**config.mk**
```make
export PLATFORM = sky130hd
export DESIGN_NAME = fixed_point_to_decimal_ascii
export DESIGN_NICKNAME = d
export VERILOG_FILES = /design/src/hw/rtl/fp2dec_pkg.sv /design/src/hw/rtl/fixed_point_to_decimal_ascii.sv /design/src/hw/rtl/fp2dec_ctrl.sv /design/src/hw/rtl/fp2dec_dpath.sv
export SDC_FILE = /design/constraint.sdc
export NUM_CORES = 1
export LEC_CHECK = 0
export BUFFER_PORTS_ARGS = -buffer_cell sky130_fd_sc_hd__buf_4
export CORE_MARGIN = 4
export CORE_UTILIZATION = 54
export DETAILED_ROUTE_END_ITERATION = 12
export PLACE_DENSITY = 0.87
export SYNTH_ARGS = -nofsm -noshare
export SYNTH_HDL_FRONTEND = slang
export SYNTH_SLANG_ARGS = --single-unit
export TNS_END_PERCENT = 100
```
**constraint.sdc**
```tcl
create_clock -name i_clk -period 3.1 [get_ports i_clk]
set_clock_uncertainty 0.15 [all_clocks]
set_input_delay 0.31 -clock i_clk [delete_from_list [all_inputs] [get_ports i_clk]]
set_output_delay 0.31 -clock i_clk [all_outputs]
set_load 0.02 [all_outputs]
```
**src/hw/rtl/fp2dec_pkg.sv**
```systemverilog
`timescale 1ns / 1ps
package fp2dec_pkg;
    localparam int FRAC_BITS_DEF       = 16;
    localparam int INT_DIGITS_DEF      = 5;
    localparam int MAX_FRAC_DIGITS_DEF = 4;

    localparam int VALUE_W = 32;
    localparam int CHAR_W  = 8;
    localparam int CFG_W   = 3;
    localparam int APB_DW  = 32;
    localparam int APB_AW  = 3;

    localparam logic [APB_AW-1:0] ADDR_FRAC_DIGITS = 3'd0;
    localparam logic [CFG_W-1:0]  FRAC_DIGITS_RST  = 3'd3;

    localparam logic [CHAR_W-1:0] ASCII_ZERO = 8'h30;
    localparam logic [CHAR_W-1:0] ASCII_DOT  = 8'h2e;

    typedef struct packed {
        logic load;
        logic conv;
        logic prep;
        logic emit_int;
        logic emit_dot;
        logic emit_frac;
    } t_cmd;

    typedef struct packed {
        logic conv_last;
        logic int_last;
        logic frac_last;
        logic no_frac;
        logic out_free;
    } t_stat;

    function automatic logic [63:0] pow10(input int n);
        logic [63:0] p;
        p = 64'd1;
        for (int i = 0; i < n; i++) begin
            p = p * 64'd10;
        end
        return p;
    endfunction
endpackage

```
**src/hw/rtl/fixed_point_to_decimal_ascii.sv**
```systemverilog
// The request is taken in idle; the binary-to-BCD shift then takes one integer bit per
// cycle, a prep step selects the top digit and the first character is registered. A number
// gives N = 1..INT_DIGITS+1+MAX_FRAC_DIGITS characters, one leaving per cycle unless the
// output stalls; a new number is taken only after the last character of the last one is issued.
// Reset: synchronous active low; clears the controller, output valid and frac_digits to 3.
`timescale 1ns / 1ps
module fixed_point_to_decimal_ascii #(
    parameter int FRAC_BITS       = fp2dec_pkg::FRAC_BITS_DEF,
    parameter int INT_DIGITS      = fp2dec_pkg::INT_DIGITS_DEF,
    parameter int MAX_FRAC_DIGITS = fp2dec_pkg::MAX_FRAC_DIGITS_DEF
) (
    input  logic                           i_clk,
    input  logic                           i_rst_n,
    input  logic                           s_axis_tvalid,
    output logic                           s_axis_tready,
    input  logic [fp2dec_pkg::VALUE_W-1:0] s_axis_tdata,  // [31:0] value
    output logic                           m_axis_tvalid,
    input  logic                           m_axis_tready,
    output logic [fp2dec_pkg::CHAR_W-1:0]  m_axis_tdata,  // [7:0] char_code
    output logic                           m_axis_tlast,
    input  logic                           psel,
    input  logic                           penable,
    input  logic                           pwrite,
    input  logic [fp2dec_pkg::APB_AW-1:0]  paddr,
    input  logic [fp2dec_pkg::APB_DW-1:0]  pwdata,
    output logic [fp2dec_pkg::APB_DW-1:0]  prdata,
    output logic                           pready
);
    logic [fp2dec_pkg::CFG_W-1:0] r_frac_digits;
    fp2dec_pkg::t_cmd             w_cmd;
    fp2dec_pkg::t_stat            w_stat;

    assign pready = 1'b1;
    assign prdata = (paddr == fp2dec_pkg::ADDR_FRAC_DIGITS)
                    ? fp2dec_pkg::APB_DW'(r_frac_digits) : '0;

    always_ff @(posedge i_clk) begin
        if (!i_rst_n) begin
            r_frac_digits <= fp2dec_pkg::FRAC_DIGITS_RST;
        end else if (psel && penable && pwrite && pready
                     && paddr == fp2dec_pkg::ADDR_FRAC_DIGITS) begin
            r_frac_digits <= pwdata[fp2dec_pkg::CFG_W-1:0];
        end
    end

    fp2dec_ctrl u_ctrl (
        .i_clk      (i_clk),
        .i_rst_n    (i_rst_n),
        .i_in_valid (s_axis_tvalid),
        .o_in_ready (s_axis_tready),
        .i_stat     (w_stat),
        .o_cmd      (w_cmd)
    );

    fp2dec_dpath #(
        .FRAC_BITS       (FRAC_BITS),
        .INT_DIGITS      (INT_DIGITS),
        .MAX_FRAC_DIGITS (MAX_FRAC_DIGITS)
    ) u_dpath (
        .i_clk         (i_clk),
        .i_rst_n       (i_rst_n),
        .i_value       (s_axis_tdata),
        .i_frac_digits (r_frac_digits),
        .i_cmd         (w_cmd),
        .o_stat        (w_stat),
        .i_out_ready   (m_axis_tready),
        .o_out_valid   (m_axis_tvalid),
        .o_char        (m_axis_tdata),
        .o_last        (m_axis_tlast)
    );
endmodule

```
**src/hw/rtl/fp2dec_ctrl.sv**
```systemverilog
`timescale 1ns / 1ps
module fp2dec_ctrl (
    input  logic              i_clk,
    input  logic              i_rst_n,
    input  logic              i_in_valid,
    output logic              o_in_ready,
    input  fp2dec_pkg::t_stat i_stat,
    output fp2dec_pkg::t_cmd  o_cmd
);
    localparam logic [2:0] S_IDLE = 3'd0;
    localparam logic [2:0] S_CONV = 3'd1;
    localparam logic [2:0] S_PREP = 3'd2;
    localparam logic [2:0] S_INT  = 3'd3;
    localparam logic [2:0] S_DOT  = 3'd4;
    localparam logic [2:0] S_FRAC = 3'd5;

    logic [2:0] r_state;
    logic [2:0] n_state;

    assign o_in_ready = (r_state == S_IDLE);

    always_comb begin
        n_state = r_state;
        o_cmd   = '0;
        unique case (r_state)
            S_IDLE: begin
                if (i_in_valid) begin
                    o_cmd.load = 1'b1;
                    n_state    = S_CONV;
                end
            end
            S_CONV: begin
                o_cmd.conv = 1'b1;
                if (i_stat.conv_last) begin
                    n_state = S_PREP;
                end
            end
            S_PREP: begin
                o_cmd.prep = 1'b1;
                n_state    = S_INT;
            end
            S_INT: begin
                if (i_stat.out_free) begin
                    o_cmd.emit_int = 1'b1;
                    if (i_stat.int_last) begin
                        n_state = i_stat.no_frac ? S_IDLE : S_DOT;
                    end
                end
            end
            S_DOT: begin
                if (i_stat.out_free) begin
                    o_cmd.emit_dot = 1'b1;
                    n_state        = S_FRAC;
                end
            end
            S_FRAC: begin
                if (i_stat.out_free) begin
                    o_cmd.emit_frac = 1'b1;
                    if (i_stat.frac_last) begin
                        n_state = S_IDLE;
                    end
                end
            end
            default: begin
                n_state = S_IDLE;
            end
        endcase
    end

    always_ff @(posedge i_clk) begin
        if (!i_rst_n) begin
            r_state <= S_IDLE;
        end else begin
            r_state <= n_state;
        end
    end
endmodule

```
**src/hw/rtl/fp2dec_dpath.sv**
```systemverilog
`timescale 1ns / 1ps
module fp2dec_dpath #(
    parameter int FRAC_BITS       = fp2dec_pkg::FRAC_BITS_DEF,
    parameter int INT_DIGITS      = fp2dec_pkg::INT_DIGITS_DEF,
    parameter int MAX_FRAC_DIGITS = fp2dec_pkg::MAX_FRAC_DIGITS_DEF
) (
    input  logic                          i_clk,
    input  logic                          i_rst_n,
    input  logic [fp2dec_pkg::VALUE_W-1:0] i_value,
    input  logic [fp2dec_pkg::CFG_W-1:0]   i_frac_digits,
    input  fp2dec_pkg::t_cmd               i_cmd,
    output fp2dec_pkg::t_stat              o_stat,
    input  logic                          i_out_ready,
    output logic                          o_out_valid,
    output logic [fp2dec_pkg::CHAR_W-1:0]  o_char,
    output logic                          o_last
);
    localparam int IW  = fp2dec_pkg::VALUE_W - FRAC_BITS;
    localparam int BW  = 4 * INT_DIGITS;
    localparam int CW  = $clog2(IW);
    localparam int IXW = (INT_DIGITS > 1) ? $clog2(INT_DIGITS) : 1;
    localparam int FCW = $clog2(MAX_FRAC_DIGITS + 1);
    localparam logic [63:0] LIMIT = fp2dec_pkg::pow10(INT_DIGITS) - 64'd1;

    logic [IW-1:0]          r_bin;
    logic [BW-1:0]          r_bcd;
    logic [CW-1:0]          r_bit_cnt;
    logic [IXW-1:0]         r_idx;
    logic [FRAC_BITS-1:0]   r_frac;
    logic [FCW-1:0]         r_fcnt;
    logic                   r_out_valid;
    logic [fp2dec_pkg::CHAR_W-1:0] r_char;
    logic                   r_last;

    logic [63:0]            w_ipart;
    logic [63:0]            w_sat;
    logic [FCW-1:0]         w_k;
    logic [BW-1:0]          w_adj;
    logic [IXW-1:0]         w_top;
    logic [3:0]             w_digit;
    logic [FRAC_BITS+3:0]   w_f10;
    logic                   w_emit;

    assign w_ipart = 64'(i_value[fp2dec_pkg::VALUE_W-1:FRAC_BITS]);
    assign w_sat   = (w_ipart > LIMIT) ? LIMIT : w_ipart;
    assign w_k     = (32'(i_frac_digits) > MAX_FRAC_DIGITS) ? FCW'(MAX_FRAC_DIGITS)
                                                           : FCW'(i_frac_digits);

    always_comb begin
        w_adj = r_bcd;
        for (int d = 0; d < INT_DIGITS; d++) begin
            if (r_bcd[4*d +: 4] >= 4'd5) begin
                w_adj[4*d +: 4] = r_bcd[4*d +: 4] + 4'd3;
            end
        end
    end

    always_comb begin
        w_top = '0;
        for (int d = 0; d < INT_DIGITS; d++) begin
            if (r_bcd[4*d +: 4] != 4'd0) begin
                w_top = IXW'(d);
            end
        end
    end

    assign w_digit = r_bcd[{r_idx, 2'b00} +: 4];
    assign w_f10   = {1'b0, r_frac, 3'b000} + {3'b000, r_frac, 1'b0};
    assign w_emit  = i_cmd.emit_int | i_cmd.emit_dot | i_cmd.emit_frac;

    assign o_stat.conv_last = (r_bit_cnt == CW'(IW - 1));
    assign o_stat.int_last  = (r_idx == '0);
    assign o_stat.frac_last = (r_fcnt == FCW'(1));
    assign o_stat.no_frac   = (r_fcnt == '0);
    assign o_stat.out_free  = !r_out_valid || i_out_ready;

    always_ff @(posedge i_clk) begin
        if (i_cmd.load) begin
            r_bin     <= w_sat[IW-1:0];
            r_bcd     <= '0;
            r_bit_cnt <= '0;
            r_frac    <= i_value[FRAC_BITS-1:0];
            r_fcnt    <= w_k;
        end else if (i_cmd.conv) begin
            r_bin     <= {r_bin[IW-2:0], 1'b0};
            r_bcd     <= {w_adj[BW-2:0], r_bin[IW-1]};
            r_bit_cnt <= r_bit_cnt + CW'(1);
        end else if (i_cmd.prep) begin
            r_idx <= w_top;
        end else if (i_cmd.emit_int) begin
            r_idx <= r_idx - IXW'(1);
        end else if (i_cmd.emit_frac) begin
            r_frac <= w_f10[FRAC_BITS-1:0];
            r_fcnt <= r_fcnt - FCW'(1);
        end
    end

    always_ff @(posedge i_clk) begin
        if (!i_rst_n) begin
            r_out_valid <= 1'b0;
        end else if (w_emit) begin
            r_out_valid <= 1'b1;
        end else if (i_out_ready) begin
            r_out_valid <= 1'b0;
        end
    end

    always_ff @(posedge i_clk) begin
        if (i_cmd.emit_int) begin
            r_char <= fp2dec_pkg::ASCII_ZERO + {4'b0000, w_digit};
            r_last <= o_stat.int_last && o_stat.no_frac;
        end else if (i_cmd.emit_dot) begin
            r_char <= fp2dec_pkg::ASCII_DOT;
            r_last <= 1'b0;
        end else if (i_cmd.emit_frac) begin
            r_char <= fp2dec_pkg::ASCII_ZERO + {4'b0000, w_f10[FRAC_BITS+3:FRAC_BITS]};
            r_last <= o_stat.frac_last;
        end
    end

    assign o_out_valid = r_out_valid;
    assign o_char      = r_char;
    assign o_last      = r_last;
endmodule

```
== Word level (Yosys, flattened, before mapping) ==
Cells that the tools add are included.

* Flip-flop bits (word level): 78
* Input port bits: 74
* Output and inout port bits: 44
* Word-level logic and storage cells: 124

* Add/subtract/negate cells: 11
* Order comparisons: 7
* Equality and inequality tests: 17
* Shift-type cells: 1
* Multiplexer cells: 51
* Bitwise operators: 4
* Reduce and logical (&&, ||, !) cells: 22

{| class="wikitable"
|+ Operators by type and width
! operator !! number
|-
| $mux 16 || 8
|-
| $mux 3 || 19
|-
| $mux 8 || 3
|-
| $add 19x17->20 || 1
|-
| $ge 4x3->1 const B || 5
|-
| $shiftx 20x6->4 || 1
|-
| $pmux 3 s6 || 1
|-
| $gt 16x17->1 const B || 1
|-
| $add 4x2->4 const B || 4
|-
| $mux 4 || 4
|-
| $ne 2x1->1 const B || 8
|-
| $reduce_bool 4->1 || 4
|-
| $add 6x4->7 const A || 2
|-
| $mux 1 || 14
|-
| $logic_not 3->1 || 4
|-
| $reduce_bool 2->1 || 4
|-
| $reduce_and 7->1 || 1
|-
| $eq 3x1->1 const B || 2
|-
| $eq 3x2->1 const B || 2
|-
| $eq 3x3->1 const B || 2
|-
| $sub 3x1->3 const B || 2
|-
| $add 4x1->4 const B || 1
|-
| $eq 4x4->1 const B || 1
|-
| $logic_and 1x1->1 || 4
|-
| 11 further kinds || 15
|}

== Longest topological paths before layout ==
* Word-level depth: 9
* Gate-level depth with buffers: 7
* Gate-level depth less buffers: 7

== Modules after synthesis ==
A second synthesis with hierarchy kept.

* Cell total of the unflattened synthesis: 520
* Area total of the unflattened synthesis: 4964.8 µm²

{| class="wikitable"
|+ By module, submodules not included
! module !! times used !! cells each !! area an instance (µm²) !! sequential area each (µm²)
|-
| fp2dec_dpath || 1 || 433 || 4309.1 || 1821.7
|-
| fixed_point_to_decimal_ascii || 1 || 50 || 396.6 || 60.1
|-
| fp2dec_ctrl || 1 || 37 || 259.0 || 60.1
|}

== Worst setup path before layout ==
Ideal clock, no wire load.

* Path type: reg-to-reg
* Start: reg u_dpath.r_frac[0]
* End: reg u_dpath.r_char, in the netlist u_dpath.o_char[3], data pin
* Setup time: 0.256 ns
* Arrival time: 2.072 ns
* Required time: 2.694 ns
* Slack: 0.622 ns
* Stages on the path, launching flop included: 8
* Buffers on the path: 0
* Clock period less this slack: 2.478 ns
* Path through: edfxtp_1 > ha_1 > fa_1 > a21o_1 > a221oi_2 > o41a_1 > o21ai_0 > a22o_1

* Word-level cells in the longest chain between the ends: 5

{| class="wikitable"
|+ Ends and longest elaborated chain
! what !! line !! source
|-
| start: declaration || fp2dec_dpath.sv:29 || <nowiki>logic [FRAC_BITS-1:0] r_frac;</nowiki>
|-
| start signal: assignment || fp2dec_dpath.sv:82 || <nowiki>r_frac <= i_value[FRAC_BITS-1:0];</nowiki>
|-
| start signal: assignment || fp2dec_dpath.sv:93 || <nowiki>r_frac <= w_f10[FRAC_BITS-1:0];</nowiki>
|-
| $add 19x17->20 || fp2dec_dpath.sv:68 || <nowiki>assign w_f10 = {1'b0, r_frac, 3'b000} + {3'b000, r_frac, 1'b0};</nowiki>
|-
| $add 6x4->7 || fp2dec_dpath.sv:116 || <nowiki>r_char <= fp2dec_pkg::ASCII_ZERO + {4'b0000, w_f10[FRAC_BITS+3:FRAC_BITS]};</nowiki>
|-
| $mux 8 || fp2dec_dpath.sv:115 || <nowiki>end else if (i_cmd.emit_frac) begin</nowiki>
|-
| $mux 8 || fp2dec_dpath.sv:112 || <nowiki>end else if (i_cmd.emit_dot) begin</nowiki>
|-
| $mux 8 || fp2dec_dpath.sv:109 || <nowiki>if (i_cmd.emit_int) begin</nowiki>
|-
| end signal: assignment || fp2dec_dpath.sv:110 || <nowiki>r_char <= fp2dec_pkg::ASCII_ZERO + {4'b0000, w_digit};</nowiki>
|-
| end signal: assignment || fp2dec_dpath.sv:113 || <nowiki>r_char <= fp2dec_pkg::ASCII_DOT;</nowiki>
|-
| end signal: assignment || fp2dec_dpath.sv:116 ||
|-
| end: declaration || fp2dec_dpath.sv:32 || <nowiki>logic [fp2dec_pkg::CHAR_W-1:0] r_char;</nowiki>
|}

Every way passes these cells. The select of a mux whose other input is x is not followed.
A chain may end at the register's enable or synchronous reset.

== Worst setup path after layout ==
Same ends and word-level chain as after synthesis.

==> impl_table.tex <==
\begin{tabular}{lr}
\hline
Metric & Value \\
\hline
\multicolumn{2}{l}{\textbf{STA}} \\
\quad Number of endpoints with negative hold slack in the final report & 0 \\
\quad Final setup violation count & 0 \\
\quad Final worst path period need & 2740 ps \\
\quad Final Cycle Share & 88.40\% \\
\quad Max Freq & 0.3649 GHz \\
\quad Unrepaired setup endpoints after global routing & no \\
\quad Actual slew at the worst max-slew pin & 798.0 ps \\
\quad Final-report max-slew violation count & 0 \\
\quad Accumulated negative setup slack & 0 ps \\
\quad Relative max-transition margin & 46.60\% \\
\multicolumn{2}{l}{\textbf{Worst setup path}} \\
\quad Worst EP required & 3050 ps \\
\quad Type of the setup path with the least slack & flop to flop \\
\quad Number of buffers and inverters on the critical path & 0 \\
\quad Crit path arrival time & 2690 ps \\
\quad CP Launch Type & flop \\
\quad CP Cell Sequence & ha\_1 -> fa\_1 -> a21o\_1 -> a221oi\_2 -> o41a\_1 -> o21ai\_0 -> a22o\_1 \\
\quad Endpoint class of the critical path & flop \\
\quad CP max stage delay & 470 ps \\
\quad Register-to-register setup slack & 360 ps \\
\quad CP delay by family, top & compound AO/OA/AOI/OAI gates \\
\quad Largest fanout on the critical path & 5 \\
\quad Cell at the slowest stage of the critical path & sky130\_fd\_sc\_hd\_\_fa\_1 \\
\multicolumn{2}{l}{\textbf{Routing}} \\
\quad DR vias & 3971 \\
\quad Routed wirelength normalized by instance count & 14.68 um \\
\quad \# DRC & 0 \\
\quad Vias per inst & 5.641 \\
\quad Post-detailed-route count of antenna-violating nets & 0 \\
\quad Number of iterations in the first detailed-routing pass & 5 \\
\quad Detailed-route wire length & 10330 um \\
\quad Number of design-rule violations left by the first detailed-router iteration & 192 \\
\multicolumn{2}{l}{\textbf{Floorplan}} \\
\quad Placeable core area & 8721 um\^{}2 \\
\quad Count of boundary I/O pins & 118 \\
\quad Number of cell rows & 34 \\
\quad Width of the die & 102.8 um \\
\quad Vertical extent of the die & 102.8 um \\
\quad Area of the die & 10560 um\^{}2 \\
\quad Starting density of the core & 55.61\% \\
\multicolumn{2}{l}{\textbf{CTS}} \\
\quad Maximum clock path buffer count & 2 \\
\quad Cell chosen for the clock root & sky130\_fd\_sc\_hd\_\_clkbuf\_8 \\
\quad TritonCTS clock tree & built \\
\quad Number of buffers created by CTS & 9 \\
\quad Resized Gates After CTS & 0 \\
\quad Clock tree sinks & 75 \\
\quad Later-pin clock latency in the skew report & 340 ps \\
\quad Post-CTS Setup Repair Bufs & 0 \\
\quad CTS H-tree depth & 3 \\
\quad Clock edge transition at the registers on the reported setup and hold paths & 90 ps \\
\multicolumn{2}{l}{\textbf{Logic synthesis}} \\
\quad Combined area of all synthesized cells & 4850 um\^{}2 \\
\quad Yosys top cell by area & sky130\_fd\_sc\_hd\_\_edfxtp\_1 \\
\quad Cell with the most instances after synthesis & sky130\_fd\_sc\_hd\_\_nand2\_1 \\
\quad Number of synthesized flops with an enable pin & 44 \\
\quad Count of synthesis-stage warnings from yosys & 0 \\
\quad Instance count of the mapped netlist & 545 \\
\quad Leading post-synthesis cells by instance count & sky130\_fd\_sc\_hd\_\_nand2\_1, sky130\_fd\_sc\_hd\_\_edfxtp\_1, sky130\_fd\_sc\_hd\_\_o21ai\_0, sky130\_fd\_sc\_hd\_\_a21oi\_1, sky130\_fd\_sc\_hd\_\_nor2\_1 \\
\quad Dominant cells by area after synthesis & sky130\_fd\_sc\_hd\_\_edfxtp\_1, sky130\_fd\_sc\_hd\_\_dfxtp\_1, sky130\_fd\_sc\_hd\_\_ha\_1, sky130\_fd\_sc\_hd\_\_nand2\_1, sky130\_fd\_sc\_hd\_\_buf\_4 \\
\quad Share of the synthesized area in the top cell type & 27.24\% \\
\quad Sequential share of the synthesized area & 40.04\% \\
\quad Number of different library cells in the post-synthesis netlist & 60 \\
\quad Asr flop ratio synth & 0\% \\
\quad Mean area per synthesized cell & 8.898 um\^{}2 \\
\quad \#FFs+latches synth & 75 \\
\quad Most frequently used flop master after synthesis & sky130\_fd\_sc\_hd\_\_edfxtp\_1 \\
\multicolumn{2}{l}{\textbf{Run}} \\
\quad Max-cap check violation count & 0 \\
\multicolumn{2}{l}{\textbf{Power and ir drop}} \\
\quad Power, Total & 0.003133 W \\
\quad Leakage & 2.239 nW \\
\quad P per Cell Area & 578.7 nW/um\^{}2 \\
\quad Maximum vdd drop & 0.3062 mV \\
\multicolumn{2}{l}{\textbf{Global routing}} \\
\quad Largest net degree at the start of global routing & 44 \\
\quad Wire length of the first global-routing pass & 16740 um \\
\quad Antenna violations before repair & 0 \\
\quad Total routing resource utilization after global routing & 19.68\% \\
\quad Via count of the first global-routing pass & 3797 \\
\quad GR Overflow Total & 0 \\
\multicolumn{2}{l}{\textbf{Finish}} \\
\quad N\_diodes & 0 \\
\quad Synth-to-Final Area Change & 11.61\% \\
\quad Fraction of final layout cells with drive strength greater than 1 & 15.10\% \\
\quad Post-layout nets & 696 \\
\multicolumn{2}{l}{\textbf{Placed design}} \\
\quad Weighted congestion at the end of routability-driven global placement & 0.8879 \\
\quad Final HPWL DP & 7637 um \\
\quad \# port buffers & 55 \\
\multicolumn{2}{l}{\textbf{Hold path}} \\
\quad Worst Hold Class & input port to flop \\
\multicolumn{2}{l}{\textbf{Status}} \\
\quad Run status & finished, final reports clean \\
\hline
\end{tabular}
## cell usage in the layout, fill, tap and decap left out, types with 4 or more instances in the layout
master	netlist	final
sky130_fd_sc_hd__buf_4	33	60
sky130_fd_sc_hd__conb_1	2	33
sky130_fd_sc_hd__ha_1	30	30
sky130_fd_sc_hd__nand2_1	96	96
sky130_fd_sc_hd__nor2_1	34	34
sky130_fd_sc_hd__o211ai_1	5	5
sky130_fd_sc_hd__xor2_1	10	10
sky130_fd_sc_hd__and2_1	6	6
sky130_fd_sc_hd__mux2i_1	4	4
sky130_fd_sc_hd__clkbuf_8	0	9
sky130_fd_sc_hd__nand3_1	17	17
sky130_fd_sc_hd__nand4_1	5	5
sky130_fd_sc_hd__a22o_1	7	7
sky130_fd_sc_hd__inv_1	22	22
sky130_fd_sc_hd__nand2b_1	12	12
sky130_fd_sc_hd__xnor2_1	13	13
sky130_fd_sc_hd__a21oi_1	39	39
sky130_fd_sc_hd__nor3b_1	6	5
sky130_fd_sc_hd__dfxtp_1	31	31
sky130_fd_sc_hd__mux4_2	4	4
sky130_fd_sc_hd__a211oi_1	4	4
sky130_fd_sc_hd__o21ai_0	42	42
sky130_fd_sc_hd__edfxtp_1	44	44
## sequential cells by signal, summed over array words and instances, names as in the netlist
signal / count
r_frac_digits: 3
u_ctrl.r_state: 3
u_dpath.o_char: 5
u_dpath.o_last: 1
u_dpath.o_out_valid: 1
u_dpath.r_bcd: 20
u_dpath.r_bin: 16
u_dpath.r_bit_cnt: 4
u_dpath.r_fcnt: 3
u_dpath.r_frac: 16
u_dpath.r_idx: 3
## worst paths after layout
kind | start | end | depth (start not counted)
worst min register to register | u_dpath.r_bin[15] | u_dpath.r_bcd[0] | 2
worst max-delay path | u_dpath.r_frac[0] | u_dpath.o_char[3] | 7
worst max register to register | u_dpath.r_frac[0] | u_dpath.o_char[3] | 7
worst min-delay path | pwdata[1] | r_frac_digits[1] | 3
## stage by stage
step / setup WS (ps) / instance area, um^2 / instances / hold slack (ps) / util [%]
after floorplan: 621.7 / 4966 / 576 / 221.9 / -
after global placement: 454.1 / 5196 / 687 / 273.7 / 59.58
after detailed placement: 383.9 / 5196 / 687 / 303.9 / 59.58
after CTS: 345.8 / 5413 / 704 / 13.11 / 62.07
after global routing: 206.4 / 5413 / 704 / 31.38 / 62.07
final: 359.6 / 5413 / 704 / 30.18 / 62.07
## repair_timing
| item | CTS | global route |
|---|---|---|
| hold buffers | 1 | 0 |
| setup endpoints to repair | 0 | 0 |
| hold endpoints to repair | 2 | 0 |
## worst reg2reg max path: cells and delay by family, from the launching register on
kind                     cells  cell delay (ps)
AO/OA/AOI/OAI                5             1220
adder cells (fa/ha/maj)      2              730
flip-flops                   1              400
## per-layer routing
layer	share of wire [%]	up-vias	track usage, %
met5	0	-	0
met3	4.8	16	4.195
met4	1.3	0	6.773
met1	42	1897	24.80
li1	-	1948	-
met2	52	110	33.57
## power by group
part | leakage, nW | switching (W) | internal [W]
registers | 0.675 | 0.0000903 | 0.00122
logic | 1.46 | 0.000604 | 0.000427
clock network | 0.0988 | 0.000407 | 0.000386
total | 2.24 | 0.00110 | 0.00203
## logic make-up after synthesis
logic type	Yosys count	synth area share, %
AOI/OAI and AO/OA	123	15.48
muxes	9	2.915
other	2	0.1549
and+or+nand+nor	203	19.84
buffers and inverters	79	9.262
xor gates and xnor gates	23	4.154
DFF	75	40.04
adders and majority gates	31	8.153
## area by class of cell
cell class	instances	area, um^2
Fill cell	727	3308
Multi-Input combinational cell	422	2586
Timing Repair Buffer	61	460.4
Clock inverter	7	82.58
Clock buffer	9	123.9
Tap cell	108	135.1
Sequential cell	75	1942
Inverter	22	82.58
Power figures use the tool's default switching activity.
